[config.mk]
export PLATFORM = sky130hd
export DESIGN_NAME = utf16_to_utf8_converter_flat
export DESIGN_NICKNAME = d
export VERILOG_FILES = /design/src/sv/u2u8_pkg.sv /design/src/sv/u2u8_if.sv /design/src/sv/u2u8_front.sv /design/src/sv/u2u8_queue.sv /design/src/sv/u2u8_back.sv /design/src/sv/utf16_to_utf8_converter.sv /design/src/flat_wrapper.sv
export SDC_FILE = /design/constraint.sdc
export NUM_CORES = 1
export LEC_CHECK = 0
export CAP_MARGIN = 10
export CORE_MARGIN = 8
export CORE_UTILIZATION = 45
export CTS_CLUSTER_DIAMETER = 40
export DETAILED_ROUTE_END_ITERATION = 10
export DONT_BUFFER_PORTS = 1
export HOLD_SLACK_MARGIN = 0.05
export PLACE_DENSITY = 0.63
export SETUP_SLACK_MARGIN = 0.02
export SKIP_LAST_GASP = 1
export SYNTH_ARGS = -nofsm -noshare
export SYNTH_HDL_FRONTEND = slang
export SYNTH_SLANG_ARGS = --single-unit
[constraint.sdc]
create_clock -name clk -period 3.35 [get_ports clk]
set_input_delay 0.67 -clock clk [delete_from_list [all_inputs] [get_ports clk]]
set_output_delay 0.67 -clock clk [all_outputs]
set_load 0.05 [all_outputs]
[src/sv/u2u8_pkg.sv]
// ============================================================================
// u2u8_pkg - UTF-16 to UTF-8 converter package
// Shared constants and the queue entry type for the converter.
// ============================================================================
package u2u8_pkg;

    localparam logic [15:0] LEAD_LO  = 16'hD800;
    localparam logic [15:0] LEAD_HI  = 16'hDBFF;
    localparam logic [15:0] TRAIL_LO = 16'hDC00;
    localparam logic [15:0] TRAIL_HI = 16'hDFFF;
    localparam logic [15:0] TWO_BYTE_MIN   = 16'h0080;
    localparam logic [15:0] THREE_BYTE_MIN = 16'h0800;

    // Plane offset (0x10000) added above the ten low trail bits
    localparam logic [10:0] PLANE_OFFSET_HI = 11'h040;

    localparam logic [7:0] PREFIX_FOUR  = 8'hF0;
    localparam logic [7:0] PREFIX_THREE = 8'hE0;
    localparam logic [7:0] PREFIX_TWO   = 8'hC0;
    localparam logic [7:0] PREFIX_CONT  = 8'h80;

    // Index of the final byte of a run
    localparam logic [1:0] LAST_IDX_ONE   = 2'd0;
    localparam logic [1:0] LAST_IDX_TWO   = 2'd1;
    localparam logic [1:0] LAST_IDX_THREE = 2'd2;
    localparam logic [1:0] LAST_IDX_FOUR  = 2'd3;

    // One encoded run: bytes[0] leaves first
    typedef struct packed {
        logic [3:0][7:0] bytes;
        logic [1:0]      last_idx;
    } entry_t;

endpackage

[src/sv/u2u8_if.sv]
// ============================================================================
// u2u8_if - converter stream interfaces
// Valid/ready channels for code units in and UTF-8 bytes out.
// ============================================================================
interface u2u8_unit_if;
    logic        valid;
    logic        ready;
    logic [15:0] code_unit;
    logic        last_unit;

    modport source (output valid, output code_unit, output last_unit, input ready);
    modport sink   (input valid, input code_unit, input last_unit, output ready);
endinterface

interface u2u8_byte_if;
    logic       valid;
    logic       ready;
    logic [7:0] out_byte;
    logic       last_byte;

    modport source (output valid, output out_byte, output last_byte, input ready);
    modport sink   (input valid, input out_byte, input last_byte, output ready);
endinterface

[src/sv/u2u8_front.sv]
// ============================================================================
// u2u8_front - converter front end
// Accepts code units, tracks the pending lead surrogate and encodes each unit
// other than a lead or lone trail into a one- to four-byte run for the queue.
// ============================================================================
module u2u8_front (
    input  logic              clk,
    input  logic              rst_n,
    u2u8_unit_if.sink         unit_chan,
    input  logic              full,
    output logic              push,
    output u2u8_pkg::entry_t  push_entry
);
    import u2u8_pkg::*;

    logic        lead_pending_reg;
    logic        lead_pending_next;
    logic [9:0]  lead_bits_reg;
    logic [9:0]  lead_bits_next;
    logic        accept;
    logic        is_lead;
    logic        is_trail;
    logic [20:0] cp;
    logic [15:0] u;
    entry_t      entry;

    assign unit_chan.ready = !full;
    assign accept = unit_chan.valid && unit_chan.ready;
    assign u = unit_chan.code_unit;

    always_comb
    begin
        is_lead  = (u inside {[LEAD_LO:LEAD_HI]});
        is_trail = (u inside {[TRAIL_LO:TRAIL_HI]});
        cp = {({1'b0, lead_bits_reg} + PLANE_OFFSET_HI), u[9:0]};

        entry.bytes    = '0;
        entry.last_idx = LAST_IDX_ONE;
        if (is_trail)
        begin
            entry.bytes[0] = PREFIX_FOUR | {5'b0, cp[20:18]};
            entry.bytes[1] = PREFIX_CONT | {2'b0, cp[17:12]};
            entry.bytes[2] = PREFIX_CONT | {2'b0, cp[11:6]};
            entry.bytes[3] = PREFIX_CONT | {2'b0, cp[5:0]};
            entry.last_idx = LAST_IDX_FOUR;
        end
        else if (u >= THREE_BYTE_MIN)
        begin
            entry.bytes[0] = PREFIX_THREE | {4'b0, u[15:12]};
            entry.bytes[1] = PREFIX_CONT | {2'b0, u[11:6]};
            entry.bytes[2] = PREFIX_CONT | {2'b0, u[5:0]};
            entry.last_idx = LAST_IDX_THREE;
        end
        else if (u >= TWO_BYTE_MIN)
        begin
            entry.bytes[0] = PREFIX_TWO | {3'b0, u[10:6]};
            entry.bytes[1] = PREFIX_CONT | {2'b0, u[5:0]};
            entry.last_idx = LAST_IDX_TWO;
        end
        else
        begin
            entry.bytes[0] = {1'b0, u[6:0]};
        end

        // Leads and lone trails make no run
        push = accept && !is_lead && !(is_trail && !lead_pending_reg);

        lead_pending_next = lead_pending_reg;
        lead_bits_next    = lead_bits_reg;
        if (accept)
        begin
            if (is_lead)
            begin
                if (!lead_pending_reg)
                begin
                    lead_pending_next = 1'b1;
                    lead_bits_next    = u[9:0];
                end
                else
                begin
                    lead_pending_next = 1'b0;
                end
            end
            else if (is_trail)
            begin
                lead_pending_next = 1'b0;
            end
            if (unit_chan.last_unit)
            begin
                lead_pending_next = 1'b0;
            end
        end
    end

    assign push_entry = entry;

    always_ff @(posedge clk or negedge rst_n)
    begin
        if (!rst_n)
        begin
            lead_pending_reg <= 1'b0;
            lead_bits_reg    <= '0;
        end
        else
        begin
            lead_pending_reg <= lead_pending_next;
            lead_bits_reg    <= lead_bits_next;
        end
    end

    a_last_clears_lead: assert property (@(posedge clk) disable iff (!rst_n)
        accept && unit_chan.last_unit |=> !lead_pending_reg)
        else $error("pending lead survived a last unit");

    a_no_push_when_full: assert property (@(posedge clk) disable iff (!rst_n)
        push |-> !full)
        else $error("run pushed into a full queue");

    a_trail_pairs_lead: assert property (@(posedge clk) disable iff (!rst_n)
        push && is_trail |-> lead_pending_reg)
        else $error("four-byte run without a pending lead");

endmodule

[src/sv/u2u8_queue.sv]
// ============================================================================
// u2u8_queue - run queue
// Small register FIFO of encoded runs between front and back end.
// ============================================================================
module u2u8_queue #(
    parameter int DEPTH = 2
) (
    input  logic              clk,
    input  logic              rst_n,
    input  logic              push,
    input  u2u8_pkg::entry_t  push_entry,
    output logic              full,
    input  logic              pop,
    output u2u8_pkg::entry_t  head,
    output logic              empty
);
    import u2u8_pkg::*;

    localparam int PW = (DEPTH > 1) ? $clog2(DEPTH) : 1;
    localparam int CW = $clog2(DEPTH + 1);

    entry_t        mem [DEPTH];
    logic [PW-1:0] wr_ptr_reg;
    logic [PW-1:0] wr_ptr_next;
    logic [PW-1:0] rd_ptr_reg;
    logic [PW-1:0] rd_ptr_next;
    logic [CW-1:0] count_reg;
    logic [CW-1:0] count_next;

    assign full  = (count_reg == CW'(DEPTH));
    assign empty = (count_reg == '0);
    assign head  = mem[rd_ptr_reg];

    always_comb
    begin
        wr_ptr_next = wr_ptr_reg;
        rd_ptr_next = rd_ptr_reg;
        count_next  = count_reg;
        if (push)
        begin
            wr_ptr_next = (wr_ptr_reg == PW'(DEPTH - 1)) ? '0 : wr_ptr_reg + 1'b1;
        end
        if (pop)
        begin
            rd_ptr_next = (rd_ptr_reg == PW'(DEPTH - 1)) ? '0 : rd_ptr_reg + 1'b1;
        end
        case ({push, pop})
            2'b10:   count_next = count_reg + 1'b1;
            2'b01:   count_next = count_reg - 1'b1;
            default: count_next = count_reg;
        endcase
    end

    always_ff @(posedge clk)
    begin
        if (push)
        begin
            mem[wr_ptr_reg] <= push_entry;
        end
    end

    always_ff @(posedge clk or negedge rst_n)
    begin
        if (!rst_n)
        begin
            wr_ptr_reg <= '0;
            rd_ptr_reg <= '0;
            count_reg  <= '0;
        end
        else
        begin
            wr_ptr_reg <= wr_ptr_next;
            rd_ptr_reg <= rd_ptr_next;
            count_reg  <= count_next;
        end
    end

    a_no_pop_empty: assert property (@(posedge clk) disable iff (!rst_n)
        pop |-> !empty)
        else $error("pop from an empty queue");

    a_count_bound: assert property (@(posedge clk) disable iff (!rst_n)
        count_reg <= CW'(DEPTH))
        else $error("queue count beyond depth");

    a_count_step: assert property (@(posedge clk) disable iff (!rst_n)
        push && !pop |=> count_reg == $past(count_reg) + 1'b1)
        else $error("queue count did not follow a push");

endmodule

[src/sv/u2u8_back.sv]
// ============================================================================
// u2u8_back - converter back end
// Walks the head run into a registered output stage, one byte per free cycle.
// ============================================================================
module u2u8_back (
    input  logic              clk,
    input  logic              rst_n,
    input  u2u8_pkg::entry_t  head,
    input  logic              empty,
    output logic              pop,
    u2u8_byte_if.source       byte_chan
);
    import u2u8_pkg::*;

    logic       out_valid_reg;
    logic [7:0] out_byte_reg;
    logic       out_last_reg;
    logic [1:0] byte_idx_reg;
    logic [1:0] byte_idx_next;
    logic       load;
    logic       final_byte;

    // Output stage free: advance to the next byte of the head run
    assign load       = !out_valid_reg || byte_chan.ready;
    assign final_byte = (byte_idx_reg == head.last_idx);
    assign pop        = load && !empty && final_byte;

    always_comb
    begin
        byte_idx_next = byte_idx_reg;
        if (load && !empty)
        begin
            byte_idx_next = final_byte ? '0 : byte_idx_reg + 1'b1;
        end
    end

    always_ff @(posedge clk or negedge rst_n)
    begin
        if (!rst_n)
        begin
            out_valid_reg <= 1'b0;
            byte_idx_reg  <= '0;
        end
        else
        begin
            byte_idx_reg <= byte_idx_next;
            if (load)
            begin
                out_valid_reg <= !empty;
            end
        end
    end

    always_ff @(posedge clk)
    begin
        if (load && !empty)
        begin
            out_byte_reg <= head.bytes[byte_idx_reg];
            out_last_reg <= final_byte;
        end
    end

    assign byte_chan.valid     = out_valid_reg;
    assign byte_chan.out_byte  = out_byte_reg;
    assign byte_chan.last_byte = out_last_reg;

    a_idx_in_run: assert property (@(posedge clk) disable iff (!rst_n)
        !empty |-> byte_idx_reg <= head.last_idx)
        else $error("byte index past end of run");

    a_idx_zero_idle: assert property (@(posedge clk) disable iff (!rst_n)
        empty |-> byte_idx_reg == '0)
        else $error("byte index left mid-run with queue empty");

    a_pop_marks_last: assert property (@(posedge clk) disable iff (!rst_n)
        pop |=> out_valid_reg && out_last_reg)
        else $error("run retired without a final byte");

endmodule

[src/sv/utf16_to_utf8_converter.sv]
// ============================================================================
// utf16_to_utf8_converter - UTF-16 to UTF-8 transcoder
// One UTF-16 code unit in per request, its UTF-8 bytes out one per request.
// ============================================================================
//
//  Channel     Dir   Payload                         Accepted when
//  ---------   ---   -----------------------------   -------------------
//  unit_chan   in    code_unit[15:0], last_unit      valid && ready
//  byte_chan   out   out_byte[7:0], last_byte        valid && ready
//
//  A unit produces 0 to 4 bytes (4 for the trail of a surrogate pair); the
//  back end emits one byte per cycle while byte_chan is not stalled.
//  A lead or a dropped trail produces no bytes.
//  The byte output port sets the throughput.
//  A unit's first byte is written into the run queue when the unit is
//  accepted, then into the output register that drives byte_chan.
//  Reset (rst_n low, asynchronous) empties the queue, drops any pending lead
//  and clears the output valid.
//  A stall on byte_chan holds the output byte; the front end keeps accepting
//  units until the run queue (QUEUE_DEPTH runs) fills.
//
module utf16_to_utf8_converter #(
    parameter int QUEUE_DEPTH = 2
) (
    input  logic        clk,
    input  logic        rst_n,
    u2u8_unit_if.sink   unit_chan,
    u2u8_byte_if.source byte_chan
);
    import u2u8_pkg::*;

    logic   push;
    logic   pop;
    logic   full;
    logic   empty;
    entry_t push_entry;
    entry_t head;

    // Front end: classify units, track the lead, encode runs
    u2u8_front u_front (
        .clk        (clk),
        .rst_n      (rst_n),
        .unit_chan  (unit_chan),
        .full       (full),
        .push       (push),
        .push_entry (push_entry)
    );

    // Decouple front and back so each side can stall on its own
    u2u8_queue #(
        .DEPTH (QUEUE_DEPTH)
    ) u_queue (
        .clk        (clk),
        .rst_n      (rst_n),
        .push       (push),
        .push_entry (push_entry),
        .full       (full),
        .pop        (pop),
        .head       (head),
        .empty      (empty)
    );

    // Back end: serialize the head run into bytes
    u2u8_back u_back (
        .clk       (clk),
        .rst_n     (rst_n),
        .head      (head),
        .empty     (empty),
        .pop       (pop),
        .byte_chan (byte_chan)
    );

endmodule

[src/flat_wrapper.sv]
// flat-port wrapper written by rule: the top's interface ports become plain ports
module utf16_to_utf8_converter_flat import u2u8_pkg::*;
#(
    parameter int QUEUE_DEPTH = 2
)
  (clk, rst_n, unit_chan_valid, unit_chan_code_unit, unit_chan_last_unit, unit_chan_ready, byte_chan_valid, byte_chan_out_byte, byte_chan_last_byte, byte_chan_ready);
  u2u8_unit_if unit_chan_i ();
  u2u8_byte_if byte_chan_i ();
  input  logic clk;
  input  logic rst_n;
  input wire logic [$bits(unit_chan_i.valid)-1:0] unit_chan_valid;
  input wire logic [$bits(unit_chan_i.code_unit)-1:0] unit_chan_code_unit;
  input wire logic [$bits(unit_chan_i.last_unit)-1:0] unit_chan_last_unit;
  output wire logic [$bits(unit_chan_i.ready)-1:0] unit_chan_ready;
  output wire logic [$bits(byte_chan_i.valid)-1:0] byte_chan_valid;
  output wire logic [$bits(byte_chan_i.out_byte)-1:0] byte_chan_out_byte;
  output wire logic [$bits(byte_chan_i.last_byte)-1:0] byte_chan_last_byte;
  input wire logic [$bits(byte_chan_i.ready)-1:0] byte_chan_ready;
  assign unit_chan_i.valid = unit_chan_valid;
  assign unit_chan_i.code_unit = unit_chan_code_unit;
  assign unit_chan_i.last_unit = unit_chan_last_unit;
  assign unit_chan_ready = unit_chan_i.ready;
  assign byte_chan_valid = byte_chan_i.valid;
  assign byte_chan_out_byte = byte_chan_i.out_byte;
  assign byte_chan_last_byte = byte_chan_i.last_byte;
  assign byte_chan_i.ready = byte_chan_ready;
  utf16_to_utf8_converter #(.QUEUE_DEPTH(QUEUE_DEPTH)) u_core (.clk(clk), .rst_n(rst_n), .unit_chan(unit_chan_i), .byte_chan(byte_chan_i));
endmodule
==> metrics.md <==
| Metric | Value |
|---|---|
| H-tree levels | 3 |
| CTS root buf | clkbuf_8 |
| Synth Warn # | 0 |
| Die Span Y | 109 um |
| Num CTS Buffers | 9 |
| Syn Area/Cell | 15.2 um^2 |
| Row count | 34 |
| Hold EP | u_core.u_front.lead_bits_reg[7] |
| Wire length per cell | 19.7 um |
| Multi-input logic area | 1320 um^2 |
| WL met3 | 442 um |
| Mapped Cells | 257 |
| Total Routing Usage GR | 13.6% |
| Number of remaining DRC errors | 0 |
| Worst Hold Class | primary input to flop |
| I/O pin cnt | 32 |
| Register Area | 2460 um^2 |
| Period Utilization, post-route | 68.4% |
| Async set-reset flop share out of synthesis | 21.2% |
| First-pass GRT wire length | 12000 um |
| Metal-1 WL | 3490 um |
| Die Width | 109 um |
| Tot Pwr | 3.43 mW |
| Hold Violations, Final | 0 |
| R2R depth | 5 |
| Fin. max-slew vios | 0 |
| Cts repair resizes | 0 |
| NumNets Final | 285 |
| Antenna-violating nets left | 0 |
| Ratio of cells with drive above 1 in the final layout | 19.5% |
| MaxCap Viol Count | 0 |
| Gr ovfl total | 0 |
| RSZ-0062 raised after global routing | false |
| Number of synthesized register bits | 85 |
| Seq/Total Area, Yosys | 63.2% |
| Initial core utilization | 45.6% |
| Clock tree from TritonCTS | yes |
| Predominant post-synthesis flop cell | edfxtp_1 |
| Slew @ Worst Pin | 975 ps |
| Most frequent cells in the layout | 67 x edfxtp_1, 27 x nand2_1, 18 x dfrtp_1, 12 x nor2_1, 11 x nand3_1 |
| Worst EP arrival | 2300 ps |
| Synth Cell Area | 3900 um^2 |
| Tmin final | 2290 ps |
| Power Dens Cells | 818 nW/um^2 |
| Fill count | 727 |
| DIE AREA | 11900 um^2 |
| Number of global-route vias before repair | 2097 |
| Post-Layout Cell Count | 375 |
| Number of buffers added on ports | 0 |
| Drt via density | 5.52 |
| R2R setup slack | 1060 ps |
| Worst r2r src | u_core.u_queue.count_reg[0] |
| DR pass1 iterations | 4 |
| N_diodes | 0 |
| Worst hold stages | 1 |
| HP Start | unit_chan_code_unit[7] |
| Yosys cell types | 45 |
| Routed WL | 7390 um |
| Area Overhead vs Synth | 7.74% |
| Met2 wire length | 3360 um |
| DR vias | 2069 |
| Max FFs per register | 58 |
| Peak supply drop | 0.000425 V |
| Setup violators final | 0 |
| Initial antenna violation count | 0 |
| Startpoint class of the critical path | flop |
| Syn_nets | 280 |
| Skew final | 7.69 ps |
| DP HPWL | 4920 um |
| Post-CTS setup buffer count | 0 |
| Critical path fanouts, max | 29 |
| Uppermost layer routed | met4 |
| Reg-to-reg critical path endpoint | u_core.u_queue.mem[1][30] |
| Post-synth EDFFs | 67 |
| Rel. slew slack | 34.8% |
| Clk sinks | 85 |
| P_leak | 1.52 nW |
| GP Congestion | 0.822 |
| Core footprint | 8550 um^2 |
| CP required | 3360 ps |
| Fmax | 437 MHz |
| WS Path Type | flop to flop |
| Commonest non-fill, non-tap cell in the layout | edfxtp_1 |
| Clock Tree Buf Depth | 2 |
| Crit end category | flop |
| Setup_tns | 0 ps |
| Outcome | finished, final reports clean |
| Initial DRC count | 111 |
| Clock latency on the worst-skew pair | 350 ps |
| Largest net degree at the start of global routing | 30 |
| Post-placement cell count | 358 |
| Clk slew on worst S/H paths | 90 ps |
[synth_stat cells (2+ instances only)]
library cell  number  area, um^2
ha_1               2        25.0
mux4_2             3        67.6
o21ai_0            6        30.0
nor4b_1            2        17.5
nor2_1            14        52.6
nand2b_1           5        31.3
buf_6              4        45.0
and2_1             7        43.8
nand2_1           27         101
mux4_1             9         236
clkbuf_1           4        15.0
xor2_1             2        17.5
mux2_2             8        90.1
nand3_1           11        55.1
mux2i_1            4        40.0
a21oi_1            8        40.0
dfrtp_1           18         450
nor3_1             4        20.0
edfxtp_1          67        2010
xnor2_1            6        52.6
inv_1              5        18.8
a31oi_1            6        37.5
nor2b_1            2        12.5
mux2_4            10         150
clkbuf_8           2        27.5
nor4_4             2        42.5
[through the flow]
step | utilization [%] | setup slack [ps] | area [um^2] | hold slack (ps)
finish | 49.1 | 1060 | 4200 | 458
global route | 49.1 | 878 | 4200 | 435
CTS | 49.1 | 1010 | 4200 | 438
detailed placement | 46.5 | 903 | 3970 | 375
global placement | 46.5 | 965 | 3970 | 375
floorplan | - | 341 | 3900 | 374
[how the worst max path moves through the flow]
stage                                     start                        end  slack (ps)  cells after the start
floorplan           u_core.u_queue.count_reg[0]   u_core.u_queue.mem[1][0]         340                      4
global placement        unit_chan_code_unit[13]   u_core.u_queue.mem[0][8]         970                      4
detailed placement      unit_chan_code_unit[13]   u_core.u_queue.mem[0][8]         900                      4
CTS                 u_core.u_queue.count_reg[0]  u_core.u_queue.mem[1][17]        1010                      5
global route        u_core.u_queue.count_reg[0]  u_core.u_queue.mem[1][17]         880                      5
finish              u_core.u_queue.count_reg[0]  u_core.u_queue.mem[1][30]        1060                      5
[critical path, stage by stage, from the launching register on]
cell and delay [ps]:
dfrtp_1 440, nand2b_1 510, nand2_1 230, a31o_2 310, nor2_2 80, buf_4 360
[area by class of cell]
type,count,area share (%)
clock buffer,9,2.95
multi-input combinational,155,31.5
sequential,85,58.7
inverter,6,0.537
tap,108,3.22
timing repair buffer,5,0.954
clock inverter,7,2.15
[routing by layer]
layer	global-route usage, %	vias up
li1	-	983
met1	18.9	1022
met2	18.9	58
met3	4.61	6
met4	5.47	0
met5	0	-
[cells by family (layout without fill, tap and decap cells)]
kind of cell	Yosys count	count (layout)	synth area share, %
simple gates	79	79	10.8
compound gates	32	32	5.59
fa+ha+maj	2	2	0.642
buf+inv	17	27	2.95
flops	85	85	63.2
xor+xnor	8	8	1.80
mux	34	34	15.0
[timing repair]
item                                   CTS  global route
setup endpoints to repair                0             0
hold buffers                             1             0
endpoints found under the hold margin   18             0
[where the power goes]
| group | total (mW) | switching [mW] | internal [mW] |
|---|---|---|---|
| Sequential | 1.89 | 0.403 | 1.48 |
| Combinational | 0.768 | 0.376 | 0.392 |
| Clock | 0.777 | 0.361 | 0.416 |
| Total | 3.43 | 1.14 | 2.29 |
(Power assumes the default switching activity.)
